`src/hdl/u16u8_pkg.sv`:
```
package u16u8_pkg;

   // one transcoded request: up to six utf-8 bytes, first byte at index 0
   localparam int MaxBytes = 6;

   typedef struct packed {
      logic [MaxBytes-1:0][7:0] bytes;
      logic [2:0]               count;
      logic                     last;
   } u16u8_job_type;

   // encoding of one 16-bit value as 1, 2 or 3 bytes
   typedef struct packed {
      logic [2:0][7:0] b;
      logic [1:0]      len;
   } u16u8_enc_type;

   localparam logic [15:0] HighFirst = 16'hD800;
   localparam logic [15:0] HighLast  = 16'hDBFF;
   localparam logic [15:0] LowFirst  = 16'hDC00;
   localparam logic [15:0] LowLast   = 16'hDFFF;
   localparam logic [20:0] PlaneBase = 21'h10000;

   function automatic u16u8_enc_type enc_unit(input logic [15:0] c);
      u16u8_enc_type r;
      r = '0;
      if (c < 16'h0080) begin
         r.b[0] = c[7:0];
         r.len  = 2'd1;
      end else if (c < 16'h0800) begin
         r.b[0] = {3'b110, c[10:6]};
         r.b[1] = {2'b10, c[5:0]};
         r.len  = 2'd2;
      end else begin
         r.b[0] = {4'b1110, c[15:12]};
         r.b[1] = {2'b10, c[11:6]};
         r.b[2] = {2'b10, c[5:0]};
         r.len  = 2'd3;
      end
      return r;
   endfunction

endpackage

```
`src/hdl/u16u8_front.sv`:
```
module u16u8_front (
   input  logic                     clock,
   input  logic                     reset,
   input  logic                     req_valid,
   output logic                     req_stall,
   input  logic [15:0]              req_code_unit,
   input  logic                     req_last_unit,
   input  logic                     q_full,
   output logic                     push,
   output u16u8_pkg::u16u8_job_type push_job
);
   import u16u8_pkg::*;

   logic          held_valid_ff, held_valid_in;
   logic [9:0]    held_bits_ff, held_bits_in;
   logic          accept;
   logic          is_high, is_low;
   logic [20:0]   cp;
   u16u8_enc_type held_enc, unit_enc;
   u16u8_job_type job;

   assign req_stall = q_full;
   assign accept    = req_valid && !q_full;

   always_comb begin
      is_high   = req_code_unit inside {[HighFirst:HighLast]};
      is_low    = req_code_unit inside {[LowFirst:LowLast]};
      cp        = PlaneBase + {1'b0, held_bits_ff, req_code_unit[9:0]};
      held_enc  = enc_unit({6'b110110, held_bits_ff});
      unit_enc  = enc_unit(req_code_unit);
      job       = '0;
      job.last  = req_last_unit;
      held_valid_in = held_valid_ff;
      held_bits_in  = held_bits_ff;
      if (accept) begin
         held_valid_in = 1'b0;
         if (held_valid_ff && is_low) begin
            // surrogate pair: one 4-byte sequence
            job.bytes[0] = {5'b11110, cp[20:18]};
            job.bytes[1] = {2'b10, cp[17:12]};
            job.bytes[2] = {2'b10, cp[11:6]};
            job.bytes[3] = {2'b10, cp[5:0]};
            job.count    = 3'd4;
         end else begin
            // flush a held high surrogate as 3 bytes
            if (held_valid_ff) begin
               job.bytes[0] = held_enc.b[0];
               job.bytes[1] = held_enc.b[1];
               job.bytes[2] = held_enc.b[2];
               job.count    = 3'd3;
            end
            if (is_high && !req_last_unit) begin
               held_valid_in = 1'b1;
               held_bits_in  = req_code_unit[9:0];
            end else if (held_valid_ff) begin
               job.bytes[3] = unit_enc.b[0];
               job.bytes[4] = unit_enc.b[1];
               job.bytes[5] = unit_enc.b[2];
               job.count    = 3'd3 + {1'b0, unit_enc.len};
            end else begin
               job.bytes[0] = unit_enc.b[0];
               job.bytes[1] = unit_enc.b[1];
               job.bytes[2] = unit_enc.b[2];
               job.count    = {1'b0, unit_enc.len};
            end
         end
      end
   end

   assign push     = accept && (job.count != 3'd0);
   assign push_job = job;

   always_ff @(posedge clock) begin
      if (reset) begin
         held_valid_ff <= 1'b0;
      end else begin
         held_valid_ff <= held_valid_in;
      end
      held_bits_ff <= held_bits_in;
   end

endmodule

```
`src/hdl/u16u8_queue.sv`:
```
module u16u8_queue #(
   parameter int QDEPTH = 2
) (
   input  logic                     clock,
   input  logic                     reset,
   input  logic                     push,
   input  u16u8_pkg::u16u8_job_type push_job,
   output logic                     full,
   input  logic                     pop,
   output logic                     head_valid,
   output u16u8_pkg::u16u8_job_type head_job
);
   import u16u8_pkg::*;

   localparam int PW = $clog2(QDEPTH);
   localparam int CW = $clog2(QDEPTH + 1);

   u16u8_job_type store_ff [QDEPTH];
   logic [PW-1:0] wr_ptr_ff, rd_ptr_ff;
   logic [CW-1:0] count_ff;

   assign full       = count_ff == CW'(QDEPTH);
   assign head_valid = count_ff != '0;
   assign head_job   = store_ff[rd_ptr_ff];

   function automatic logic [PW-1:0] next_ptr(input logic [PW-1:0] p);
      return (p == PW'(QDEPTH - 1)) ? '0 : p + 1'b1;
   endfunction

   always_ff @(posedge clock) begin
      if (push) begin
         store_ff[wr_ptr_ff] <= push_job;
      end
   end

   always_ff @(posedge clock) begin
      if (reset) begin
         wr_ptr_ff <= '0;
         rd_ptr_ff <= '0;
         count_ff  <= '0;
      end else begin
         if (push) begin
            wr_ptr_ff <= next_ptr(wr_ptr_ff);
         end
         if (pop) begin
            rd_ptr_ff <= next_ptr(rd_ptr_ff);
         end
         if (push && !pop) begin
            count_ff <= count_ff + 1'b1;
         end else if (pop && !push) begin
            count_ff <= count_ff - 1'b1;
         end
      end
   end

endmodule

```
`src/hdl/u16u8_back.sv`:
```
module u16u8_back (
   input  logic                     clock,
   input  logic                     reset,
   input  logic                     head_valid,
   input  u16u8_pkg::u16u8_job_type head_job,
   output logic                     pop,
   output logic                     rsp_valid,
   input  logic                     rsp_stall,
   output logic [7:0]               rsp_out_byte,
   output logic                     rsp_run_end,
   output logic                     rsp_string_end
);
   import u16u8_pkg::*;

   logic [2:0] idx_ff, idx_in;
   logic       valid_ff, valid_in;
   logic [7:0] byte_ff;
   logic       run_end_ff, str_end_ff;
   logic       load, is_last;

   always_comb begin
      load     = head_valid && (!valid_ff || !rsp_stall);
      is_last  = (idx_ff + 3'd1) == head_job.count;
      pop      = load && is_last;
      idx_in   = idx_ff;
      valid_in = valid_ff && rsp_stall;
      if (load) begin
         valid_in = 1'b1;
         idx_in   = is_last ? 3'd0 : idx_ff + 3'd1;
      end
   end

   always_ff @(posedge clock) begin
      if (reset) begin
         idx_ff   <= '0;
         valid_ff <= 1'b0;
      end else begin
         idx_ff   <= idx_in;
         valid_ff <= valid_in;
      end
      if (load) begin
         byte_ff    <= head_job.bytes[idx_ff];
         run_end_ff <= is_last;
         str_end_ff <= is_last && head_job.last;
      end
   end

   assign rsp_valid      = valid_ff;
   assign rsp_out_byte   = byte_ff;
   assign rsp_run_end    = run_end_ff;
   assign rsp_string_end = str_end_ff;

endmodule

```
`src/hdl/utf16_to_utf8_transcoder_core.sv`:
```
// the first utf-8 byte of a request passes through the job queue and then the output register
// throughput: one request per cycle while the job queue has room; the byte
//    emitter sends one byte per cycle while rsp_stall is low
// a held high surrogate yields no job of its own
// reset (synchronous, active high) drops any held surrogate and empties the queue
module utf16_to_utf8_transcoder_core #(
   parameter int QDEPTH = 2
) (
   input  logic        clock,
   input  logic        reset,
   input  logic        req_valid,
   output logic        req_stall,
   input  logic [15:0] req_code_unit,
   input  logic        req_last_unit,
   output logic        rsp_valid,
   input  logic        rsp_stall,
   output logic [7:0]  rsp_out_byte,
   output logic        rsp_run_end,
   output logic        rsp_string_end
);
   import u16u8_pkg::*;

   // front to queue
   logic          push;
   u16u8_job_type push_job;
   logic          q_full;

   // queue to back
   logic          head_valid;
   u16u8_job_type head_job;
   logic          pop;

   // front: classifies the code unit, pairs surrogates, builds the byte job
   u16u8_front u_front (
      .clock         (clock),
      .reset         (reset),
      .req_valid     (req_valid),
      .req_stall     (req_stall),
      .req_code_unit (req_code_unit),
      .req_last_unit (req_last_unit),
      .q_full        (q_full),
      .push          (push),
      .push_job      (push_job)
   );

   // short job queue decouples request intake from byte emission
   u16u8_queue #(
      .QDEPTH (QDEPTH)
   ) u_queue (
      .clock      (clock),
      .reset      (reset),
      .push       (push),
      .push_job   (push_job),
      .full       (q_full),
      .pop        (pop),
      .head_valid (head_valid),
      .head_job   (head_job)
   );

   // back: walks the head job one byte per cycle, while not stalled, into the output register
   u16u8_back u_back (
      .clock          (clock),
      .reset          (reset),
      .head_valid     (head_valid),
      .head_job       (head_job),
      .pop            (pop),
      .rsp_valid      (rsp_valid),
      .rsp_stall      (rsp_stall),
      .rsp_out_byte   (rsp_out_byte),
      .rsp_run_end    (rsp_run_end),
      .rsp_string_end (rsp_string_end)
   );

   // a string end always closes the run of its request
   assert property (@(posedge clock) disable iff (reset)
      rsp_valid && rsp_string_end |-> rsp_run_end)
      else $error("string_end without run_end");

   // every queued job carries between one and six bytes
   assert property (@(posedge clock) disable iff (reset)
      push |-> (push_job.count != 3'd0) && (push_job.count <= 3'd6))
      else $error("job byte count out of range");

   // the front never writes into a full queue
   assert property (@(posedge clock) disable iff (reset)
      push |-> !q_full)
      else $error("push into full queue");

   // the back only pops a job that is present
   assert property (@(posedge clock) disable iff (reset)
      pop |-> head_valid)
      else $error("pop from empty queue");

endmodule

```
`config.mk`:
```
export PLATFORM = sky130hd
export DESIGN_NAME = utf16_to_utf8_transcoder_core
export DESIGN_NICKNAME = d
export VERILOG_FILES = /design/src/hdl/u16u8_pkg.sv /design/src/hdl/u16u8_front.sv /design/src/hdl/u16u8_queue.sv /design/src/hdl/u16u8_back.sv /design/src/hdl/utf16_to_utf8_transcoder_core.sv
export SDC_FILE = /design/constraint.sdc
export NUM_CORES = 1
export LEC_CHECK = 0
export ABC_AREA = 1
export BUFFER_PORTS_ARGS = -buffer_cell sky130_fd_sc_hd__buf_4
export CAP_MARGIN = 10
export CORE_ASPECT_RATIO = 1.2
export CORE_UTILIZATION = 40
export CTS_CLUSTER_DIAMETER = 150
export DETAILED_ROUTE_END_ITERATION = 12
export PLACE_DENSITY = 0.64
export SLEW_MARGIN = 20
export SYNTH_ARGS = -nofsm -noshare
export SYNTH_HDL_FRONTEND = slang
export SYNTH_SLANG_ARGS = --single-unit
```
`constraint.sdc`:
```
create_clock -name clock -period 3.7 [get_ports clock]
set_input_delay 0.74 -clock clock [delete_from_list [all_inputs] [get_ports clock]]
set_output_delay 0.74 -clock clock [all_outputs]
set_load 0.02 [all_outputs]
```
* After elaboration in Yosys (flattened, before gate mapping)
Memory sizes are Yosys's and may differ from the RTL's. A register that Yosys moved wholly into a read port is not among the register bits. Index checks and enable logic that the tools add are counted.
Word-level totals: flip-flop bits (word level) 29, latch bits 0, bits in writable memories 104, ROM bits 0, input bits 21, output and inout port bits 12, word-level logic and storage cells 77, memories kept 1
Cells by class: add/subtract/negate cells 7, $mul 0, div/mod/pow operators 0, magnitude comparators 7, eq/ne operators 2, shift-type cells 0, multiplexer cells 26, bitwise operators 1, reduce and logical (&&, ||, !) cells 23
Memory list:
- u_queue.store_ff | depth 2, bits a word 52, rd ports 1, clocked after memory_dff 1, write ports 1, line u16u8_queue.sv:18 | u16u8_job_type store_ff [QDEPTH];
Operator list (number):
- two-way mux 51 bit | 2
- two-way mux 16 bit | 3
- two-way mux 24 bit | 2
- two-way mux 35 bit | 1
- >= comparator 16 bit, second input constant | 2
- less-or-equal comparator 16 bit, second input constant | 2
- two-way mux 27 bit | 1
- binary-select mux 8 bit (select 3 bit) | 1
- adder 17 x 20 -> 21 bit, first input constant | 1
- < comparator 16 x 12 -> 1 bit, second input constant | 1
- < comparator 16 x 8 -> 1 bit, second input constant | 1
- two-way mux 8 bit | 2
- logical AND 1 bit | 12
- two-way mux 10 bit | 1
- two-way mux 1 bit | 9
- zero test 1 bit | 6
- two-way mux 3 bit | 2
- < comparator 3 x 4 -> 1 bit, second input constant | 1
- two-way mux 2 bit | 2
- nonzero test 2 bit | 2
- adder 2 x 2 -> 3 bit, first input constant | 1
- adder 3 x 1 -> 3 bit, second input constant | 1
- == test 3 bit | 1
- AND reduction 3 bit | 1
- other kinds (7) | 8

* Depth between registers and ports, before layout
Gate-level depths: netlist of the first run.
word-level depth 14, mapped depth 13

* Hierarchy
Synthesis of the first run repeated with hierarchy kept, for this count alone.
Second synthesis, totals: cell total of the unflattened synthesis 597, area total of the unflattened synthesis 6761.5 µm²
By module, submodules not included:
- u16u8_queue | times used 1, cells each 195, area an instance 4234.1 µm², seq. area each 3223.1 µm²
- u16u8_front | times used 1, cells each 261, area an instance 1517.7 µm², seq. area each 320.3 µm²
- u16u8_back | times used 1, cells each 141, area an instance 1009.7 µm², seq. area each 380.4 µm²

* Least setup slack after synthesis of the first run
OpenSTA, ideal clock, no wires.
kind input to register, start point input req_code_unit[11], end point memory u_queue.store_ff[0][0] (netlist bit) (enable), setup time 0.454 ns, data arrival time 3.313 ns, slack -0.067 ns, stages 7, path buffers 0, cells stage by stage inv_1 > nor3_4 > nand2_1 > inv_2 > nand2_1 > nand2_2 > nor2_1
On the way: longest elaborated chain between the ends 12
RTL lines:
- from (decl) | line utf16_to_utf8_transcoder_core.sv:13 | input logic [15:0] req_code_unit,
- < comparator 16 x 12 -> 1 bit | line u16u8_pkg.sv:30 | end else if (c < 16'h0800) begin
- two-way mux 16 bit | line u16u8_pkg.sv:30
- two-way mux 10 bit | line u16u8_pkg.sv:27 | if (c < 16'h0080) begin
- adder 2 x 2 -> 3 bit | line u16u8_front.sv:59 | job.count = 3'd3 + {1'b0, unit_enc.len};
- two-way mux 3 bit | line u16u8_front.sv:55 | end else if (held_valid_ff) begin
- two-way mux 51 bit | line u16u8_front.sv:52 | if (is_high && !req_last_unit) begin
- two-way mux 35 bit * | line u16u8_front.sv:37 | if (held_valid_ff && is_low) begin
- two-way mux 51 bit * | line u16u8_front.sv:35 | if (accept) begin
- nonzero test 3 bit * | line u16u8_front.sv:70 | assign push = accept && (job.count != 3'd0);
- logical AND 1 bit * | line u16u8_front.sv:70
- two-way mux 1 bit * | line u16u8_queue.sv:31 | if (push) begin
- two-way mux 1 bit (implied by the code) * | line u16u8_queue.sv:32 | store_ff[wr_ptr_ff] <= push_job;
- to (decl) | line u16u8_queue.sv:18
Every way passes the cells marked *; elsewhere a longest branch is shown, timed or not.

==> impl_metrics.tcl, run 1 <==
set metrics [dict create \
    synth_sequential_area_ratio 0.631 \
    final-max-slew-violation-count 0 \
    layout.area.seq_mm2 0.00368 \
    post-synth-top-area-cell "sky130_fd_sc_hd__edfxtp_1" \
    outcome "finished with violations" \
    wl_per_cell_um 17.9 \
    timing.hold.worst.class "flip-flop to flip-flop" \
    layout.filler_cells 1347 \
    overall_fraction_of_global_route_tracks_in_use 0.200 \
    critPathRequiredTime_ps 3990 \
    violation_count_after_the_first_detailed_routing_iteration 276 \
    finalWeightedCongestion 0.954 \
    drive_gt1_frac 0.155 \
    power.static_leakage_nw 2.62 \
    rsz0062_at_grt "no" \
    clk_transition_reported_paths_ps 60 \
    final_min_period_over_clock_period 0.665 \
    drv_cap 0 \
    synth_ff_type "sky130_fd_sc_hd__edfxtp_1" \
    cts_repair_resize_count 0 \
    layout.cells.most_common "sky130_fd_sc_hd__edfxtp_1" \
    rows 48 \
    ios 33 \
    finClkSkew_ps 7.04 \
    max-clock-path-buffers 2 \
    cellPowerDensity_mw_per_mm2 695 \
    synth_top_area_frac 0.597 \
    mostFrequentLayoutCells "sky130_fd_sc_hd__edfxtp_1, sky130_fd_sc_hd__nand2_1, sky130_fd_sc_hd__nor2_1, sky130_fd_sc_hd__o21ai_0, sky130_fd_sc_hd__inv_1" \
    vias 4354 \
    post_cts_hold_buffer_count 0 \
    chipHeight_um 134 \
    cp-end-kind "flip-flop" \
    finish.net_count 631 \
    stdcell_area_mm2 0.00678 \
    violations "design-rule violations" \
    grt_max_degree 37 \
    ant_nets 0 \
    detail_route.vias_per_cell 5.48 \
    cts_inserted_buffers 17 \
    synth.area.top_cells "sky130_fd_sc_hd__edfxtp_1, sky130_fd_sc_hd__nand2_1, sky130_fd_sc_hd__nor2_1, sky130_fd_sc_hd__o21ai_0, sky130_fd_sc_hd__dfxtp_1" \
    synth_cell_type_count 39 \
    initial_utilization 0.408 \
    post_synth.cell_area_avg_um2 10.2 \
    synth_enable_flop_cells 116 \
    synth_async_sr_flop_share 0 \
    dp_worst_setup_slack_ps 839 \
    max_freq_mhz 407 \
    grt_pass1_wl_um 22300 \
    worstSetupStartpointType "flip-flop" \
    worst-endpoint-arrival_ps 2750 \
    grt.overflow.total 0 \
    fin_tns_setup_ps 0 \
    number_of_antenna_violations_at_the_first_check_in_global_routing 0 \
    worst_slew_pin_slew_ps 756 \
    final_critical_path_setup_slack_ps 1240 \
    htree_levels 4 \
    fp.dieArea_mm2 0.0151 \
    routed_wirelength_um 14300 \
    detail_route.first_pass.iterations 9 \
    timing.max_slew.rel_slack 0.495 \
    io_buffers 32 \
    postSynthRegisterBits 126 \
    multi_input_comb_area_mm2 0.00183 \
    holdWs_ps 492 \
    layout_min_cycle_time_ps 2460 \
    overall_power_consumption_mw 4.71 \
    place_area_mm2 0.00624 \
    clk_latency_ps 410 \
    postCtsSetupBuffers 0 \
    core-area_mm2 0.0143 \
    syn_nets 595 \
    postSynthCellCount 571 \
    number_of_global_route_vias_before_repair 4125 \
    criticalPathCategory "flip-flop to flip-flop" \
    critPathMaxFanout 24 \
    syn-cell-area_mm2 0.00583 \
    cts_tree "yes" \
    cts-root-buf "sky130_fd_sc_hd__clkbuf_16" \
    dp.final_hpwl_um 10100 \
    yosysWarningCount 0 \
    hold_viol_final 0 \
    vdd_drop_max_v 0.000342 \
    drc 1 \
    die_w_um 112 \
    cts_num_sinks 126 \
    setup_violating_endpoint_count_in_the_final_report 0 \
    syn2layout_area_growth_pct 16.2 \
    diodes 0 \
]
## power breakdown
part / total [mW] / switching (mW) / internal, mW
logic: 1.22 / 0.831 / 0.390
clock network: 1.49 / 0.628 / 0.865
registers: 2.00 / 0.108 / 1.89
total: 4.71 / 1.57 / 3.15
## routing by layer
layer | track usage | share of wire | up-vias
li1 | - | - | 2067
met1 | 0.242 | 0.41 | 2095
met2 | 0.337 | 0.50 | 162
met3 | 0.0429 | 0.054 | 30
met4 | 0.102 | 0.034 | 0
met5 | 0 | 0 | -
## worst max-delay path, cell delays in order (launching register included)
cell	delay, ps
sky130_fd_sc_hd__dfxtp_1	680
sky130_fd_sc_hd__inv_2	320
sky130_fd_sc_hd__nand2_1	140
sky130_fd_sc_hd__nand2_1	80
sky130_fd_sc_hd__nand2_1	70
sky130_fd_sc_hd__nand2_1	50
sky130_fd_sc_hd__nor2_2	90
sky130_fd_sc_hd__nand3_1	130
sky130_fd_sc_hd__ha_1	330
sky130_fd_sc_hd__a21oi_1	110
sky130_fd_sc_hd__o21ai_0	110
sky130_fd_sc_hd__o21ai_0	170
sky130_fd_sc_hd__a21oi_1	60
## registers in the layout, indices dropped and copies added (netlist names), named ones only
name	flops
u_front.held_bits_ff	10
u_queue.store_ff	96
u_back.idx_ff	3
u_back.rsp_run_end	1
u_queue.count_ff	2
u_back.rsp_valid	1
u_queue.wr_ptr_ff	1
u_back.rsp_string_end	1
u_back.rsp_out_byte	8
u_queue.rd_ptr_ff	1
u_front.held_valid_ff	1
## Yosys cell counts, types with 2 or more instances
library cell               number
sky130_fd_sc_hd__nor2_4         2
sky130_fd_sc_hd__nor2_2         3
sky130_fd_sc_hd__inv_1         44
sky130_fd_sc_hd__nor4_1         2
sky130_fd_sc_hd__nand2_4        2
sky130_fd_sc_hd__a21oi_1       39
sky130_fd_sc_hd__buf_2          9
sky130_fd_sc_hd__inv_2          7
sky130_fd_sc_hd__nor3_1         3
sky130_fd_sc_hd__nand2_1       88
sky130_fd_sc_hd__nor3_4         2
sky130_fd_sc_hd__clkbuf_1       8
sky130_fd_sc_hd__o221ai_1       4
sky130_fd_sc_hd__edfxtp_1     116
sky130_fd_sc_hd__nor2_1        86
sky130_fd_sc_hd__o21ai_0       63
sky130_fd_sc_hd__nand3_2        2
sky130_fd_sc_hd__o21ai_1       11
sky130_fd_sc_hd__ha_1           3
sky130_fd_sc_hd__buf_6          3
sky130_fd_sc_hd__o21a_1         2
sky130_fd_sc_hd__buf_4          2
sky130_fd_sc_hd__dfxtp_1       10
sky130_fd_sc_hd__nand2_2        3
sky130_fd_sc_hd__o22ai_1        8
sky130_fd_sc_hd__nand3_1       26
sky130_fd_sc_hd__o211ai_1      11
## kinds of logic after synthesis
group           after synthesis  share of synthesized area
xor+xnor                      2                    0.00300
flops                       126                      0.631
compound gates              142                      0.133
buf+inv                      75                     0.0566
fa+ha+maj                     3                    0.00643
simple gates                223                      0.169
## layout make-up
class / count / area share
Tap cell: 175 / 0.0323
Multi-Input combinational cell: 370 / 0.270
Clock buffer: 18 / 0.0633
Sequential cell: 126 / 0.543
Clock inverter: 14 / 0.0162
Timing Repair Buffer: 39 / 0.0450
Inverter: 53 / 0.0304
## through the flow
| stage | util | instances |
|---|---|---|
| final | 0.474 | 795 |
| after global routing | 0.474 | 795 |
| after CTS | 0.474 | 795 |
| after detailed placement | 0.437 | 763 |
| after global placement | 0.437 | 763 |
| after floorplan | - | 571 |
## final timing paths
kind / depth (start not counted) / from / to / slack [ps]
hold / removal: 2 / u_queue.count_ff[1]$_SDFFE_PP0P_ / u_queue.count_ff[1]$_SDFFE_PP0P_ / 490
hold reg to reg: 2 / u_queue.count_ff[1]$_SDFFE_PP0P_ / u_queue.count_ff[1]$_SDFFE_PP0P_ / 490
setup reg to reg: 12 / flip-flop / u_queue.count_ff[1]$_SDFFE_PP0P_ / 1240
setup / recovery: 12 / flip-flop / u_queue.count_ff[1]$_SDFFE_PP0P_ / 1240
(Power assumes the default switching activity.)
==> run 2, diff against run 1 <==
==> constraint.sdc (replaced) <==
create_clock -name clock -period 2.05 [get_ports clock]
set_input_delay 0.41 -clock clock [delete_from_list [all_inputs] [get_ports clock]]
set_output_delay 0.41 -clock clock [all_outputs]
set_load 0.02 [all_outputs]
==> run 2 against run 1 <==
The flow still finishes with violations (design-rule violations). Non-clock buffer count up 27. Sequential power up 78%. First-iteration DRC count up 14%. Total power up 86%. Largest cell class unchanged. Clock skew up 2.3 ps. Global-route usage up 0.89 points. Setup slack worse by 1100 ps. Via count up 0.92%. Final cell count up 3.4%. Die area unchanged.
==> impl_metrics.tcl, run 2 (synthesized netlist as in run 1, its figures left out) <==
set metrics [dict create \
    outcome "finished with violations" \
    violations "design-rule violations" \
    top_register "u_queue.store_ff" \
    finish.net_count 658 \
    cp-end-kind "flip-flop" \
    finClkSkew_ps 9.34 \
    fin_tns_setup_ps 0 \
    number_of_global_route_vias_before_repair 4283 \
    p_switching_mw 2.94 \
    violation_count_after_the_first_detailed_routing_iteration 314 \
    routed_wirelength_um 14800 \
    hold_viol_final 0 \
    fp.dieArea_mm2 0.0151 \
    power_report.internal_total_mw 5.83 \
    clk_latency_ps 410 \
    cts_tree "yes" \
    setup.reg_to_reg.worst_slack_ps 110 \
    vias 4394 \
    io_buffers 32 \
    timing.hold.worst.class "primary input to flip-flop" \
    power.static_leakage_nw 2.77 \
    vdd_drop_max_v 0.000586 \
    worst-endpoint-arrival_ps 2140 \
    htree_levels 4 \
    detail_route.first_pass.iterations 9 \
    power.switching_fraction 0.335 \
    dp_worst_setup_slack_ps 51.3 \
    ant_nets 0 \
    critPathMaxFanout 6 \
    drc 1 \
    power.share.clock 0.313 \
    drive_gt1_frac 0.209 \
    power.share.combinational 0.282 \
    cts_inserted_buffers 17 \
    syn2layout_area_growth_pct 21.8 \
    diodes 0 \
    criticalPathCategory "flip-flop to flip-flop" \
    util_after_layout 0.497 \
    die_w_um 112 \
    largest_register_ffs 96 \
    wl_per_cell_um 18.0 \
    ios 33 \
    rows 48 \
    clk_transition_reported_paths_ps 60 \
    finalWeightedCongestion 0.935 \
    layout.cells.most_common "sky130_fd_sc_hd__edfxtp_1" \
    chipHeight_um 134 \
    grt.overflow.total 0 \
    setup_violating_endpoint_count_in_the_final_report 0 \
    post_cts_hold_buffer_count 0 \
    worstSetupStartpointType "flip-flop" \
    max_freq_mhz 517 \
    cts-root-buf "sky130_fd_sc_hd__clkbuf_16" \
    core-area_mm2 0.0143 \
    final_min_period_over_clock_period 0.944 \
    timing.max_slew.rel_slack 0.720 \
    final-max-slew-violation-count 0 \
    worst_slew_pin_slew_ps 418 \
    max-clock-path-buffers 2 \
    critPathRequiredTime_ps 2250 \
    drv_cap 0 \
    mostFrequentLayoutCells "sky130_fd_sc_hd__edfxtp_1, sky130_fd_sc_hd__nand2_1, sky130_fd_sc_hd__nor2_1, sky130_fd_sc_hd__o21ai_0, sky130_fd_sc_hd__buf_4" \
    layout.filler_cells 1298 \
    dp.final_hpwl_um 10600 \
    number_of_antenna_violations_at_the_first_check_in_global_routing 0 \
    final_critical_path_setup_slack_ps 115 \
    rsz0062_at_grt "no" \
    initial_utilization 0.408 \
    p_seq_frac 0.405 \
    grt_pass1_wl_um 23300 \
    overall_fraction_of_global_route_tracks_in_use 0.209 \
    cellPowerDensity_mw_per_mm2 1240 \
    grt_max_degree 35 \
    cts_num_sinks 126 \
    detail_route.vias_per_cell 5.35 \
    layout_min_cycle_time_ps 1940 \
]
## run 2: worst paths after layout
check | from | to | cells after the start
max | u_queue.count_ff[1]$_SDFFE_PP0P_ | u_queue.store_ff[0][34]$_DFFE_PP_ | 7
min | req_code_unit[3] | u_front.held_bits_ff[3]$_DFFE_PP_ | 1
max reg2reg | u_queue.count_ff[1]$_SDFFE_PP0P_ | u_queue.store_ff[0][34]$_DFFE_PP_ | 7
min reg2reg | u_queue.count_ff[1]$_SDFFE_PP0P_ | u_queue.count_ff[1]$_SDFFE_PP0P_ | 2
## run 2: metrics by stage
stage                     power (mW)  instances  area, µm²  hold WS (ps)
final                           8.78        822       7110           198
after floorplan                 5.07        571       5870           466
after global placement          6.00        790       6530           478
after global routing            9.20        822       7110           186
after detailed placement        6.07        790       6530           492
after CTS                       8.80        822       7090           185
## run 2: layer usage
| metal | track usage | up-vias | share of wire |
|---|---|---|---|
| li1 | - | 2126 | - |
| met1 | 0.258 | 2082 | 0.42 |
| met2 | 0.355 | 154 | 0.51 |
| met3 | 0.0371 | 32 | 0.044 |
| met4 | 0.0993 | 0 | 0.029 |
| met5 | 0 | - | 0 |
## run 2: power groups by stage
stage                     sequential [mW]  combinational [mW]  clock [mW]
after detailed placement             3.61                2.46           0
after global routing                 3.60                2.71        2.90
after floorplan                      3.74                1.34           0
after global placement               3.59                2.40           0
after CTS                            3.56                2.47        2.78
final                                3.56                2.47        2.75
## run 2: what timing repair did
| item | CTS | global route |
|---|---|---|
| endpoints found under the setup margin | 0 | 2 |
| buffers inserted | 0 | 0 |
| endpoints found under the hold margin | 0 | 0 |
| resized for setup | 0 | 5 |
## run 2: final cells by class
cell class	count	area [µm²]	share of cell area
flip-flops and latches	126	3690	0.519
multi-input cells	370	1870	0.263
repair buffers	66	571	0.0803
clock buffers	17	425	0.0598
well taps	175	219	0.0308
inverters	53	210	0.0296
clock inverters	15	129	0.0181
## run 2: worst max-delay path, cell delays in order, from the launching register on
cell and delay (ps):
sky130_fd_sc_hd__dfxtp_1 320, sky130_fd_sc_hd__inv_2 80, sky130_fd_sc_hd__nor2_2 50, sky130_fd_sc_hd__nor2_2 330, sky130_fd_sc_hd__inv_2 150, sky130_fd_sc_hd__nor2_4 270
sky130_fd_sc_hd__nand2_1 190, sky130_fd_sc_hd__a21oi_1 310
==> run 3, diff against run 2 <==
--- a/config.mk
+++ b/config.mk
@@ -8,11 +8,14 @@
 export ABC_AREA = 1
 export BUFFER_PORTS_ARGS = -buffer_cell sky130_fd_sc_hd__buf_4
 export CAP_MARGIN = 10
+export CELL_PAD_IN_SITES_DETAIL_PLACEMENT = 0
+export CELL_PAD_IN_SITES_GLOBAL_PLACEMENT = 2
 export CORE_ASPECT_RATIO = 1.2
-export CORE_UTILIZATION = 40
+export CORE_UTILIZATION = 36
 export CTS_CLUSTER_DIAMETER = 150
 export DETAILED_ROUTE_END_ITERATION = 12
-export PLACE_DENSITY = 0.64
+export PLACE_DENSITY = 0.81
+export SKIP_CTS_REPAIR_TIMING = 1
 export SLEW_MARGIN = 20
 export SYNTH_ARGS = -nofsm -noshare
 export SYNTH_HDL_FRONTEND = slang
==> run 3 against run 2 <==
The flow now finishes without violations. Setup slack gained 84 ps. Sequential share of layout area fell by 0.44 points. Total power up 4.3%. Non-clock buffer count down 2. Clock skew is essentially flat. Maximum frequency increased by 4.5%. Register-to-register slack improved by 80 ps. Hold slack got worse by 4.8 ps. First-iteration DRC count down 14%. Utilization down 4.1 points. Clock power grew 15%. Largest cell class unchanged. Highest routed layer unchanged.
==> impl_metrics.tcl, run 3 (synthesized netlist as in run 1, its figures left out) <==
set metrics [dict create \
    cts_inserted_buffers 17 \
    grt_pass1_wl_um 24400 \
    detail_route.first_pass.iterations 4 \
    number_of_global_route_vias_before_repair 4317 \
    ios 33 \
    fp.dieArea_mm2 0.0167 \
    worstSetupStartpointType "flip-flop" \
    vdd_drop_max_v 0.000574 \
    slowest_delay_ps 350 \
    mostFrequentLayoutCells "sky130_fd_sc_hd__edfxtp_1, sky130_fd_sc_hd__nand2_1, sky130_fd_sc_hd__nor2_1, sky130_fd_sc_hd__o21ai_0, sky130_fd_sc_hd__buf_4" \
    cts-root-buf "sky130_fd_sc_hd__clkbuf_16" \
    holdWs_ps 193 \
    layout_min_cycle_time_ps 1850 \
    io_buffers 32 \
    max_freq_mhz 540 \
    drv_cap 0 \
    timing.hold.worst.class "primary input to flip-flop" \
    detail_route.vias_per_cell 5.12 \
    routed_wirelength_um 15700 \
    finalWeightedCongestion 0.868 \
    drive_gt1_frac 0.203 \
    critPathRequiredTime_ps 2350 \
    critPathTopFamily "adder cells" \
    cp-end-kind "flip-flop" \
    htree_levels 4 \
    layout.area.seq_mm2 0.00368 \
    syn2layout_area_growth_pct 22.8 \
    worst-endpoint-arrival_ps 2150 \
    outcome "finished clean" \
    chipHeight_um 141 \
    initial_utilization 0.372 \
    largest_register_ffs 96 \
    number_of_antenna_violations_at_the_first_check_in_global_routing 0 \
    grt_max_degree 47 \
    cts_tree "yes" \
    grt_use_met2 0.336 \
    critPathMaxFanout 3 \
    layout.filler_cells 1446 \
    multi_input_comb_area_mm2 0.00187 \
    setup_violating_endpoint_count_in_the_final_report 0 \
    overall_power_consumption_mw 9.16 \
    worst-path-buf-inv 1 \
    criticalPathCategory "flip-flop to flip-flop" \
    drc 0 \
    grtUsageMet1 0.250 \
    timing.max_slew.rel_slack 0.701 \
    core-area_mm2 0.0157 \
    clk_latency_ps 410 \
    util_after_layout 0.456 \
    grt_busiest_layer "met2" \
    max-clock-path-buffers 2 \
    violation_count_after_the_first_detailed_routing_iteration 269 \
    dp.final_hpwl_um 11000 \
    layout.cells.most_common "sky130_fd_sc_hd__edfxtp_1" \
    worst_slew_pin_slew_ps 444 \
    finish.net_count 656 \
    finClkSkew_ps 9.15 \
    vias 4368 \
    grt.overflow.total 0 \
    diodes 0 \
    power.static_leakage_nw 2.79 \
    place_area_mm2 0.00652 \
    worstPathCellList "ha_2, inv_1, nand3_1, nand2_1, nor2_2, nand3_2, ha_4, a21oi_2, o21ai_1, o21ai_0, a21oi_1" \
    rows 50 \
    hold_viol_final 0 \
    cts_num_sinks 126 \
    final_min_period_over_clock_period 0.903 \
    fin_tns_setup_ps 0 \
    final-max-slew-violation-count 0 \
    clk_transition_reported_paths_ps 60 \
    ant_nets 0 \
    wl_per_cell_um 18.4 \
    die_w_um 118 \
    global_route.usage.met3 0.0366 \
    cellPowerDensity_mw_per_mm2 1280 \
    top_register "u_queue.store_ff" \
    overall_fraction_of_global_route_tracks_in_use 0.197 \
    stdcell_area_mm2 0.00716 \
    cpMaxStageDelayCell "sky130_fd_sc_hd__ha_2" \
]
run 3: cell types whose count changed in the layout (fill, tap and decap cells not counted), moves of 2 or more:
cell / before / now
sky130_fd_sc_hd__buf_12: 6 / 3
sky130_fd_sc_hd__bufinv_16: 0 / 4
sky130_fd_sc_hd__clkinv_2: 0 / 3
sky130_fd_sc_hd__clkinv_4: 6 / 3
sky130_fd_sc_hd__dfxtp_1: 8 / 10
sky130_fd_sc_hd__dfxtp_2: 2 / 0
sky130_fd_sc_hd__inv_6: 5 / 1
run 3: through the flow:
stage,setup slack [ps],cells
finish,198,853
global route,-1.84,853
CTS,120,853
detailed placement,-25.6,821
global placement,-16.6,821
floorplan,3.29,571
run 3: report_power, final:
group | leakage [nW] | switching (mW) | internal (mW) | total [mW]
Combinational | 1.31 | 1.63 | 0.829 | 2.46
Sequential | 1.18 | 0.140 | 3.41 | 3.55
Clock | 0.293 | 1.12 | 2.03 | 3.15
run 3: final timing paths:
path / start / endpoint / slack (ps) / cells past startpoint
worst min-delay path: req_code_unit[3] / u_front.held_bits_ff[3]$_DFFE_PP_ / 190 / 1
worst max register to register: u_back.idx_ff[1]$_SDFFE_PP0P_ / u_queue.count_ff[1]$_SDFFE_PP0P_ / 200 / 11
worst max-delay path: u_back.idx_ff[1]$_SDFFE_PP0P_ / u_queue.count_ff[1]$_SDFFE_PP0P_ / 200 / 11
worst min register to register: u_back.idx_ff[2]$_SDFFE_PP0P_ / u_back.idx_ff[2]$_SDFFE_PP0P_ / 510 / 2
run 3: final cells by class:
type / count / share of cell area
Timing Repair Buffer: 64 / 0.0723
Sequential cell: 126 / 0.514
Clock buffer: 17 / 0.0594
Clock inverter: 15 / 0.0272
Inverter: 53 / 0.0293
Tap cell: 208 / 0.0363
Multi-Input combinational cell: 370 / 0.261
run 3: routing by layer:
layer / share of wire / vias to the layer above
met5: 0 / -
met1: 0.44 / 2092
li1: - / 2130
met4: 0.017 / 0
met2: 0.51 / 128
met3: 0.040 / 18
run 3: worst register-to-register path: cells and delay by family, from the launching register on:
family                     cells  cell delay [ps]
buffers and inverters          1               40
AOI/OAI and AO/OA              4              380
adders and majority gates      2              600
and+or+nand+nor                4              410
DFF                            1              320
